===== config.mk =====
export PLATFORM = sky130hd
export DESIGN_NAME = click_long_click_detector
export DESIGN_NICKNAME = d
export VERILOG_FILES = /design/src/hw/rtl/clld_pkg.sv /design/src/hw/rtl/click_long_click_detector.sv /design/src/hw/rtl/clld_ctrl.sv /design/src/hw/rtl/clld_dp.sv
export SDC_FILE = /design/constraint.sdc
export NUM_CORES = 2
export LEC_CHECK = 0
export ABC_AREA = 1
export BUFFER_PORTS_ARGS = -buffer_cell sky130_fd_sc_hd__buf_2
export CAP_MARGIN = 20
export CORE_MARGIN = 2
export CORE_UTILIZATION = 55
export CTS_CLUSTER_SIZE = 14
export DETAILED_ROUTE_END_ITERATION = 10
export PLACE_DENSITY = 0.7
export SKIP_LAST_GASP = 1
export SYNTH_ARGS = -nofsm -noshare
export SYNTH_HDL_FRONTEND = slang
export SYNTH_SLANG_ARGS = --single-unit

===== constraint.sdc =====
create_clock -name clk -period 9.71 [get_ports clk]
set_input_delay 0.971 -clock clk [delete_from_list [all_inputs] [get_ports clk]]
set_output_delay 0.971 -clock clk [all_outputs]
set_load 0.03 [all_outputs]

===== src/hw/rtl/clld_pkg.sv =====
// Shared types and constants for the click and long-click detector.
// Used by the controller, the datapath and the top level; no dependencies.
package clld_pkg;

  localparam int NUM_BUTTONS_DEF = 3;
  localparam int COORD_BITS_DEF  = 16;

  localparam int TS_BITS  = 32;
  localparam int BTN_BITS = 2;
  localparam int CFG_BITS = 16;

  localparam logic [CFG_BITS-1:0] RADIUS_RST = 16'd8;
  localparam logic [CFG_BITS-1:0] DELAY_RST  = 16'd500;

  localparam logic [BTN_BITS-1:0] BTN_NONE = 2'd3;

  localparam logic REG_CLICK_RADIUS = 1'b0;
  localparam logic REG_LONG_DELAY   = 1'b1;

  typedef enum logic [1:0] {
    CMD_DOWN = 2'd0,
    CMD_UP   = 2'd1,
    CMD_MOVE = 2'd2
  } cmd_kind_t;

  typedef enum logic [2:0] {
    EV_DOWN  = 3'd0,
    EV_UP    = 3'd1,
    EV_LONG  = 3'd2,
    EV_CLICK = 3'd3,
    EV_MOVE  = 3'd4
  } ev_kind_t;

  typedef enum logic [2:0] {
    ST_IDLE,
    ST_DECODE,
    ST_DIFF,
    ST_SQUARE,
    ST_CHECK,
    ST_EMIT_ONE,
    ST_EMIT_UP,
    ST_EMIT_CLICK
  } state_t;

  typedef struct packed {
    logic     load;
    logic     set_pos;
    logic     apply_down;
    logic     apply_up;
    logic     move_start;
    logic     diff_en;
    logic     sq_en;
    logic     check_en;
    logic     emit;
    ev_kind_t emit_kind;
    logic     emit_last;
  } clld_cmd_t;

  typedef struct packed {
    logic is_down;
    logic is_up;
    logic is_move;
    logic btn_ok;
    logic armed_snap;
    logic long_snap;
    logic last_btn;
    logic out_free;
  } clld_sts_t;

endpackage


===== src/hw/rtl/click_long_click_detector.sv =====
// Click and long-click detector, top level. Items are handled one at a time.
// A down or up beat passes decode and an emit state, and an ignored item only decode;
// an up is followed by a click result when the button is still armed, and a move
// runs one diff, square and compare per button before its emit state. The next
// beat is taken while a result waits in the output register.
// Synchronous active-low reset clears the button state, arms every button and resets the config registers.
module click_long_click_detector import clld_pkg::*; #(
  parameter int NUM_BUTTONS = NUM_BUTTONS_DEF,
  parameter int COORD_BITS  = COORD_BITS_DEF,
  localparam int IN_W  = ((2 * COORD_BITS + BTN_BITS + TS_BITS + 7) / 8) * 8,
  localparam int OUT_W = ((2 * COORD_BITS + BTN_BITS + 7) / 8) * 8
) (
  input  logic             clk,
  input  logic             rst_n,
  input  logic             in_tvalid,
  output logic             in_tready,
  // pos_x, pos_y, button_index, timestamp_ms
  input  logic [IN_W-1:0]  in_tdata,
  // command
  input  logic [1:0]       in_tuser,
  output logic             out_tvalid,
  input  logic             out_tready,
  // event_button, cur_x, cur_y
  output logic [OUT_W-1:0] out_tdata,
  // event_kind
  output logic [2:0]       out_tuser,
  output logic             out_tlast,
  input  logic             cfg_psel,
  input  logic             cfg_penable,
  input  logic             cfg_pwrite,
  input  logic [2:0]       cfg_paddr,
  input  logic [31:0]      cfg_pwdata,
  output logic [31:0]      cfg_prdata,
  output logic             cfg_pready
);

  localparam int CB = COORD_BITS;

  logic [CFG_BITS-1:0] radius_r;
  logic [CFG_BITS-1:0] delay_r;
  logic                reg_idx;
  logic                cfg_wr;

  clld_cmd_t cmd;
  clld_sts_t sts;

  logic [BTN_BITS-1:0]  res_btn;
  logic signed [CB-1:0] res_x;
  logic signed [CB-1:0] res_y;

  assign cfg_pready = 1'b1;
  assign reg_idx    = cfg_paddr[2];
  assign cfg_wr     = cfg_psel && cfg_penable && cfg_pwrite && cfg_pready;

  always_ff @(posedge clk) begin
    if (!rst_n) begin
      radius_r <= RADIUS_RST;
      delay_r  <= DELAY_RST;
    end else if (cfg_wr) begin
      case (reg_idx)
        REG_CLICK_RADIUS: radius_r <= cfg_pwdata[CFG_BITS-1:0];
        REG_LONG_DELAY:   delay_r  <= cfg_pwdata[CFG_BITS-1:0];
        default: begin
        end
      endcase
    end
  end

  always_comb begin
    case (reg_idx)
      REG_CLICK_RADIUS: cfg_prdata = 32'(radius_r);
      REG_LONG_DELAY:   cfg_prdata = 32'(delay_r);
      default:          cfg_prdata = '0;
    endcase
  end

  clld_ctrl u_ctrl (
    .clk       (clk),
    .rst_n     (rst_n),
    .in_tvalid (in_tvalid),
    .in_tready (in_tready),
    .sts_i     (sts),
    .cmd_o     (cmd)
  );

  clld_dp #(
    .NUM_BUTTONS (NUM_BUTTONS),
    .COORD_BITS  (COORD_BITS)
  ) u_dp (
    .clk              (clk),
    .rst_n            (rst_n),
    .cmd_i            (cmd),
    .sts_o            (sts),
    .in_cmd           (in_tuser),
    .in_x             (in_tdata[CB-1:0]),
    .in_y             (in_tdata[2*CB-1:CB]),
    .in_btn           (in_tdata[2*CB+BTN_BITS-1:2*CB]),
    .in_ts            (in_tdata[2*CB+BTN_BITS+TS_BITS-1:2*CB+BTN_BITS]),
    .click_radius     (radius_r),
    .long_click_delay (delay_r),
    .out_tready       (out_tready),
    .out_tvalid       (out_tvalid),
    .out_kind         (out_tuser),
    .out_btn          (res_btn),
    .out_x            (res_x),
    .out_y            (res_y),
    .out_last         (out_tlast)
  );

  assign out_tdata = OUT_W'({res_y, res_x, res_btn});

endmodule


===== src/hw/rtl/clld_ctrl.sv =====
// Controller state machine of the click and long-click detector.
// Depends on clld_pkg; drives the datapath through clld_cmd_t.
module clld_ctrl import clld_pkg::*; (
  input  logic      clk,
  input  logic      rst_n,
  input  logic      in_tvalid,
  output logic      in_tready,
  input  clld_sts_t sts_i,
  output clld_cmd_t cmd_o
);

  state_t state_r;
  state_t state_nxt;

  always_ff @(posedge clk) begin
    if (!rst_n) begin
      state_r <= ST_IDLE;
    end else begin
      state_r <= state_nxt;
    end
  end

  always_comb begin
    state_nxt = state_r;
    case (state_r)
      ST_IDLE: begin
        if (in_tvalid) begin
          state_nxt = ST_DECODE;
        end
      end
      ST_DECODE: begin
        if (sts_i.is_move) begin
          state_nxt = ST_DIFF;
        end else if (sts_i.is_down && sts_i.btn_ok) begin
          state_nxt = ST_EMIT_ONE;
        end else if (sts_i.is_up && sts_i.btn_ok) begin
          state_nxt = ST_EMIT_UP;
        end else begin
          state_nxt = ST_IDLE;
        end
      end
      ST_DIFF:   state_nxt = ST_SQUARE;
      ST_SQUARE: state_nxt = ST_CHECK;
      ST_CHECK: begin
        state_nxt = sts_i.last_btn ? ST_EMIT_ONE : ST_DIFF;
      end
      ST_EMIT_ONE: begin
        if (sts_i.out_free) begin
          state_nxt = ST_IDLE;
        end
      end
      ST_EMIT_UP: begin
        if (sts_i.out_free) begin
          state_nxt = sts_i.armed_snap ? ST_EMIT_CLICK : ST_IDLE;
        end
      end
      ST_EMIT_CLICK: begin
        if (sts_i.out_free) begin
          state_nxt = ST_IDLE;
        end
      end
      default: state_nxt = ST_IDLE;
    endcase
  end

  always_comb begin
    cmd_o     = '0;
    in_tready = 1'b0;
    case (state_r)
      ST_IDLE: begin
        in_tready  = 1'b1;
        cmd_o.load = in_tvalid;
      end
      ST_DECODE: begin
        cmd_o.set_pos    = sts_i.is_move ||
                           ((sts_i.is_down || sts_i.is_up) && sts_i.btn_ok);
        cmd_o.apply_down = sts_i.is_down && sts_i.btn_ok;
        cmd_o.apply_up   = sts_i.is_up && sts_i.btn_ok;
        cmd_o.move_start = sts_i.is_move;
      end
      ST_DIFF:   cmd_o.diff_en  = 1'b1;
      ST_SQUARE: cmd_o.sq_en    = 1'b1;
      ST_CHECK:  cmd_o.check_en = 1'b1;
      ST_EMIT_ONE: begin
        cmd_o.emit      = sts_i.out_free;
        cmd_o.emit_kind = sts_i.is_move ? EV_MOVE : EV_DOWN;
        cmd_o.emit_last = 1'b1;
      end
      ST_EMIT_UP: begin
        cmd_o.emit      = sts_i.out_free;
        cmd_o.emit_kind = EV_UP;
        cmd_o.emit_last = !sts_i.armed_snap;
      end
      ST_EMIT_CLICK: begin
        cmd_o.emit      = sts_i.out_free;
        cmd_o.emit_kind = sts_i.long_snap ? EV_LONG : EV_CLICK;
        cmd_o.emit_last = 1'b1;
      end
      default: begin
        cmd_o     = '0;
        in_tready = 1'b0;
      end
    endcase
  end

`ifndef ASSERT_OFF
  a_emit_free: assert property (@(posedge clk) disable iff (!rst_n)
    cmd_o.emit |-> sts_i.out_free)
    else $error("Result emitted while the output register was occupied.");

  a_load_decode: assert property (@(posedge clk) disable iff (!rst_n)
    cmd_o.load |=> state_r == ST_DECODE)
    else $error("Accepted beat was not decoded in the following cycle.");

  a_one_action: assert property (@(posedge clk) disable iff (!rst_n)
    $onehot0({cmd_o.load, cmd_o.diff_en, cmd_o.sq_en, cmd_o.check_en, cmd_o.emit}))
    else $error("Controller issued more than one datapath action at once.");

  a_click_after_up: assert property (@(posedge clk) disable iff (!rst_n)
    state_r == ST_EMIT_CLICK |->
      ($past(state_r) == ST_EMIT_UP || $past(state_r) == ST_EMIT_CLICK))
    else $error("Click result not preceded by an up result.");
`endif

endmodule


===== src/hw/rtl/clld_dp.sv =====
// Datapath of the click and long-click detector: button state, distance check,
// hold-time compare and the output register. Depends on clld_pkg.
module clld_dp import clld_pkg::*; #(
  parameter int NUM_BUTTONS = NUM_BUTTONS_DEF,
  parameter int COORD_BITS  = COORD_BITS_DEF
) (
  input  logic                         clk,
  input  logic                         rst_n,
  input  clld_cmd_t                    cmd_i,
  output clld_sts_t                    sts_o,
  input  logic [1:0]                   in_cmd,
  input  logic signed [COORD_BITS-1:0] in_x,
  input  logic signed [COORD_BITS-1:0] in_y,
  input  logic [BTN_BITS-1:0]          in_btn,
  input  logic [TS_BITS-1:0]           in_ts,
  input  logic [CFG_BITS-1:0]          click_radius,
  input  logic [CFG_BITS-1:0]          long_click_delay,
  input  logic                         out_tready,
  output logic                         out_tvalid,
  output logic [2:0]                   out_kind,
  output logic [BTN_BITS-1:0]          out_btn,
  output logic signed [COORD_BITS-1:0] out_x,
  output logic signed [COORD_BITS-1:0] out_y,
  output logic                         out_last
);

  localparam int BW   = (NUM_BUTTONS > 1) ? $clog2(NUM_BUTTONS) : 1;
  localparam int SQW  = 2 * COORD_BITS;
  localparam int SUMW = SQW + 1;
  localparam int R2W  = 2 * CFG_BITS;
  localparam int CMPW = (SUMW > R2W) ? SUMW : R2W;

  logic [1:0]                   cmd_r;
  logic signed [COORD_BITS-1:0] x_r;
  logic signed [COORD_BITS-1:0] y_r;
  logic [BTN_BITS-1:0]          btn_r;
  logic [TS_BITS-1:0]           ts_r;

  logic [NUM_BUTTONS-1:0]       pressed_r;
  logic [NUM_BUTTONS-1:0]       armed_r;
  logic signed [COORD_BITS-1:0] down_x_r [NUM_BUTTONS];
  logic signed [COORD_BITS-1:0] down_y_r [NUM_BUTTONS];
  logic [TS_BITS-1:0]           down_time_r [NUM_BUTTONS];
  logic signed [COORD_BITS-1:0] last_x_r;
  logic signed [COORD_BITS-1:0] last_y_r;

  logic [BW-1:0]                btn_cnt_r;
  logic [R2W-1:0]               r2_r;
  logic [COORD_BITS-1:0]        dx_r;
  logic [COORD_BITS-1:0]        dy_r;
  logic                         act_r;
  logic                         act2_r;
  logic [SQW-1:0]               dx2_r;
  logic [SQW-1:0]               dy2_r;
  logic                         armed_snap_r;
  logic                         long_snap_r;

  logic                         out_valid_r;
  logic [2:0]                   out_kind_r;
  logic [BTN_BITS-1:0]          out_btn_r;
  logic signed [COORD_BITS-1:0] out_x_r;
  logic signed [COORD_BITS-1:0] out_y_r;
  logic                         out_last_r;

  logic [BW-1:0]                bidx;
  logic signed [COORD_BITS-1:0] sel_x;
  logic signed [COORD_BITS-1:0] sel_y;
  logic [COORD_BITS:0]          ddx;
  logic [COORD_BITS:0]          ddy;
  logic [COORD_BITS:0]          adx;
  logic [COORD_BITS:0]          ady;
  logic [SUMW-1:0]              dist2;
  logic                         far;
  logic [TS_BITS-1:0]           held;
  logic                         long_nxt;
  logic                         out_free;

  assign bidx  = BW'(btn_r);
  assign sel_x = down_x_r[btn_cnt_r];
  assign sel_y = down_y_r[btn_cnt_r];
  assign ddx   = {x_r[COORD_BITS-1], x_r} - {sel_x[COORD_BITS-1], sel_x};
  assign ddy   = {y_r[COORD_BITS-1], y_r} - {sel_y[COORD_BITS-1], sel_y};
  assign adx   = ddx[COORD_BITS] ? ((COORD_BITS+1)'(0) - ddx) : ddx;
  assign ady   = ddy[COORD_BITS] ? ((COORD_BITS+1)'(0) - ddy) : ddy;
  assign dist2 = SUMW'(dx2_r) + SUMW'(dy2_r);
  assign far   = CMPW'(dist2) > CMPW'(r2_r);
  assign held     = ts_r - down_time_r[bidx];
  assign long_nxt = held >= TS_BITS'(long_click_delay);
  assign out_free = !out_valid_r || out_tready;

  always_comb begin
    sts_o            = '0;
    sts_o.is_down    = cmd_r == CMD_DOWN;
    sts_o.is_up      = cmd_r == CMD_UP;
    sts_o.is_move    = cmd_r == CMD_MOVE;
    sts_o.btn_ok     = 32'(btn_r) < 32'(NUM_BUTTONS);
    sts_o.armed_snap = armed_snap_r;
    sts_o.long_snap  = long_snap_r;
    sts_o.last_btn   = btn_cnt_r == BW'(NUM_BUTTONS - 1);
    sts_o.out_free   = out_free;
  end

  always_ff @(posedge clk) begin
    if (cmd_i.load) begin
      cmd_r <= in_cmd;
      x_r   <= in_x;
      y_r   <= in_y;
      btn_r <= in_btn;
      ts_r  <= in_ts;
    end
    if (cmd_i.move_start) begin
      r2_r <= R2W'(click_radius) * R2W'(click_radius);
    end
    if (cmd_i.diff_en) begin
      dx_r  <= adx[COORD_BITS-1:0];
      dy_r  <= ady[COORD_BITS-1:0];
      act_r <= pressed_r[btn_cnt_r] && armed_r[btn_cnt_r];
    end
    if (cmd_i.sq_en) begin
      dx2_r  <= SQW'(dx_r) * SQW'(dx_r);
      dy2_r  <= SQW'(dy_r) * SQW'(dy_r);
      act2_r <= act_r;
    end
    if (cmd_i.apply_up) begin
      armed_snap_r <= armed_r[bidx];
      long_snap_r  <= long_nxt;
    end
    if (cmd_i.emit) begin
      out_kind_r <= cmd_i.emit_kind;
      out_btn_r  <= (cmd_i.emit_kind == EV_MOVE) ? BTN_NONE : btn_r;
      out_x_r    <= last_x_r;
      out_y_r    <= last_y_r;
      out_last_r <= cmd_i.emit_last;
    end
  end

  always_ff @(posedge clk) begin
    if (!rst_n) begin
      pressed_r   <= '0;
      armed_r     <= '1;
      last_x_r    <= '0;
      last_y_r    <= '0;
      btn_cnt_r   <= '0;
      out_valid_r <= 1'b0;
      for (int i = 0; i < NUM_BUTTONS; i++) begin
        down_x_r[i]    <= '0;
        down_y_r[i]    <= '0;
        down_time_r[i] <= '0;
      end
    end else begin
      if (cmd_i.set_pos) begin
        last_x_r <= x_r;
        last_y_r <= y_r;
      end
      if (cmd_i.apply_down) begin
        pressed_r[bidx]   <= 1'b1;
        down_x_r[bidx]    <= x_r;
        down_y_r[bidx]    <= y_r;
        down_time_r[bidx] <= ts_r;
      end
      if (cmd_i.apply_up) begin
        pressed_r[bidx] <= 1'b0;
        armed_r[bidx]   <= 1'b1;
      end
      if (cmd_i.move_start) begin
        btn_cnt_r <= '0;
      end else if (cmd_i.check_en) begin
        if (act2_r && far) begin
          armed_r[btn_cnt_r] <= 1'b0;
        end
        btn_cnt_r <= btn_cnt_r + 1'b1;
      end
      if (cmd_i.emit) begin
        out_valid_r <= 1'b1;
      end else if (out_tready) begin
        out_valid_r <= 1'b0;
      end
    end
  end

  assign out_tvalid = out_valid_r;
  assign out_kind   = out_kind_r;
  assign out_btn    = out_btn_r;
  assign out_x      = out_x_r;
  assign out_y      = out_y_r;
  assign out_last   = out_last_r;

`ifndef ASSERT_OFF
  a_cancel_on_check: assert property (@(posedge clk) disable iff (!rst_n)
    (|($past(armed_r) & ~armed_r)) |-> $past(cmd_i.check_en))
    else $error("Click cancelled outside a distance check.");
`endif

endmodule

==> reports/results.tsv <==
stage	metric	value	unit
setup_path	critPathTopFamily	adder cells	
layout	layout_common_cells	inv_1 (1305), nand2_1 (1295), edfxtp_1 (491)	
setup_path	crit_arrival	6.68	ns
yosys	yosys-top-cells-area	edfxtp_1 (29%), fa_1 (19%), ha_1 (11%)	
timing	rsz0062_at_grt	no	
layout	finish.utilization	59.6	%
clocking	postCtsSetupBuffers	0	
floorplan	initial_core_util	55.3	%
yosys	synth-async-reset-ratio	0	%
yosys	synth_top_cell_area_share	28.7	%
routing	firstDrtPassIters	5	
setup_path	cp_cell_sequence	nand2_1, inv_1, fa_1, inv_1, fa_1, inv_1, fa_1, inv_1, fa_1, inv_1, fa_1, inv_1, fa_1, inv_1, ha_1, nand2_1, o21ai_0, a21oi_1, o21ai_1, a21oi_1, o21ai_1, nand2_1, nand3_1, nand2_1	
timing	worst_slew_pin_slew	0.980	ns
global_routing	grt-ovfl-total	0	
yosys	synthFlopType	edfxtp_1	
clocking	root_buffer	clkbuf_16	
clocking	cts_tree	built	
routing	route.detailed.drc	0	
global_routing	antenna_found_initial	1	
timing	fin_crit	6.31	ns
timing	max_freq	159	MHz
setup_path	required	10.08	ns
clocking	htreeDepth	2	
floorplan	io_pins	195	
routing	via_count	38000	
clocking	clk_latency	0.65	ns
timing	clock_skew	0.0196	ns
setup_path	cp.buffers_inverters	7	
clocking	cts_buffers	59	
setup_path	slowest_delay	0.70	ns
layout	nets	7082	
yosys	yosys.area.top_type	edfxtp_1	
routing	viasPerCell	5.18	
clocking	hold_buffers	0	
global_routing	grt_max_degree	73	
timing	drv_slew	0	
timing	slew-limit-headroom	34.7	%
timing	finalHoldViolations	0	
timing	finalSetupViolCount	0	
layout	area_growth	7.77	%
setup_path	path_common_cell	inv_1	
timing	period_share	65.0	%
yosys	ys_seq_area_share	31.8	%
layout	final_common_cell	inv_1	
setup_path	cp-start-kind	register	
run	maxCapViolCount	0	
global_routing	grt_pass1_vias	38700	
placed_design	port_buffers	147	
yosys	yosys_register_bits	571	
clocking	max-clock-path-buffers	3	
clocking	ctsResizeCount	0	
routing	ant_nets	0	
yosys	synth_cell_types	59	
timing	setup_tns	0	ns
floorplan	dieArea	0.0959	sq mm
run_status	status	finished, final reports clean	
placed_design	dp_hpwl	88500	um
yosys	synth_area	0.0514	sq mm
layout	drive_above_1_share	5.50	%
yosys	yosysWarnings	0	
floorplan	fp.dieH	310	um
yosys	syn_inst	5908	
setup_path	crit_fanout	16	
clocking	clk_pin_slew_worst_paths	0.06	ns
routing	wl	114000	um
setup_path	cp-end-kind	register	
routing	drt_iter0_drc	2562	
global_routing	grt_pass1_wl	190000	um
routing	wl_per_cell	15.6	um
clocking	cts_sinks	571	
floorplan	core-area	0.0929	sq mm
floorplan	row_count	112	
setup_path	critPathKind	reg -> reg	
yosys	avgSynthCellArea	8.69	sq um
global_routing	track_usage	24.6	%
yosys	synth_edf_count	491	
placed_design	gp_congestion	0.903	
setup_path	crit_slowest_cell	edfxtp_1	
floorplan	die-width	310	um
worst_hold_path	min_path_type	reg -> reg	
-- registers in the layout, summed over array words and instances, names as in the netlist, 3 cells and up, named ones only --
signal / cells
u_dp.last_y_r: 16
u_dp.y_r: 16
u_dp.down_y_r: 64
u_dp.x_r: 16
u_dp.dx2_r: 31
u_dp.out_y: 16
u_dp.pressed_r: 3
u_dp.ts_r: 32
u_dp.down_x_r: 64
u_dp.dx_r: 16
u_dp.armed_r: 3
u_dp.out_x: 16
u_dp.last_x_r: 16
u_dp.dy_r: 16
u_dp.dy2_r: 31
u_dp.down_time_r: 128
u_dp.r2_r: 31
radius_r: 16
delay_r: 16
u_dp.out_kind: 3
u_ctrl.state_r: 3
-- cell usage after synthesis, types with 7 or more instances --
master       n
o21ai_1     15
dfxtp_1     80
inv_1     1306
xor2_1     126
clkbuf_1   148
buf_2       13
xnor2_1     49
nor4_1       9
nand2_2      9
nand3b_1    12
nor2_1     449
edfxtp_1   491
a21o_1      21
o21a_1       7
a21oi_1    322
o211ai_1     7
inv_2       11
nand3_1    134
a32o_1      60
buf_4       24
nor3_1      29
nand4_1     45
a31oi_1     14
ha_1       450
nand2_1   1299
or2_2       10
o21ai_0    168
o21bai_1    22
fa_1       489
and3_1       7
-- per-stage QoR --
stage | hold slack, ns | instances | setup WS [ns] | area, sq um
finish | 0.416 | 7335 | 3.40 | 55400
global route | 0.418 | 7332 | 3.00 | 55300
detailed placement | 0.410 | 7217 | 3.49 | 53300
CTS | 0.409 | 7329 | 3.47 | 55300
floorplan | 0.400 | 5993 | 3.74 | 51700
global placement | 0.405 | 7217 | 3.53 | 53300
-- final timing paths --
kind,slack [ns],from,to,cells past startpoint
hold reg to reg,0.42,u_dp.last_y_r[4],u_dp.out_y[4],0
setup / recovery,3.40,u_dp.dy_r[8],u_dp.dy2_r[25],24
setup reg to reg,3.40,u_dp.dy_r[8],u_dp.dy2_r[25],24
hold / removal,0.42,u_dp.last_y_r[4],u_dp.out_y[4],0
-- metal layers --
| layer | global-route usage, % | vias up | part of all wire (%) |
|---|---|---|---|
| li1 | - | 18600 | - |
| met1 | 32.6 | 18300 | 45 |
| met2 | 42.2 | 833 | 48 |
| met3 | 2.66 | 193 | 4.4 |
| met4 | 8.46 | 0 | 3.1 |
| met5 | 0 | - | 0 |
-- cells by family (layout without fill, tap and decap cells) --
family	after synthesis	in the layout	share of synthesized area [%]
compound gates	685	685	7.90
xor+xnor	180	180	3.14
fa+ha+maj	939	939	30.0
buf+inv	1513	1598	11.4
flops	571	571	31.8
other cells	2	90	0.0146
simple gates	2018	2018	15.8
-- final cells by class --
type / instances / area (sq um)
Clock buffer: 71 / 1560
Multi-Input combinational cell: 3909 / 29600
Antenna cell: 3 / 7.51
Sequential cell: 571 / 16300
Tap cell: 1254 / 1570
Clock inverter: 41 / 413
Fill cell: 8145 / 37600
Timing Repair Buffer: 167 / 938
Inverter: 1319 / 4950
Power is not shown: default switching activity piles up to over one toggle a cycle in this logic, so the estimate is an artifact.
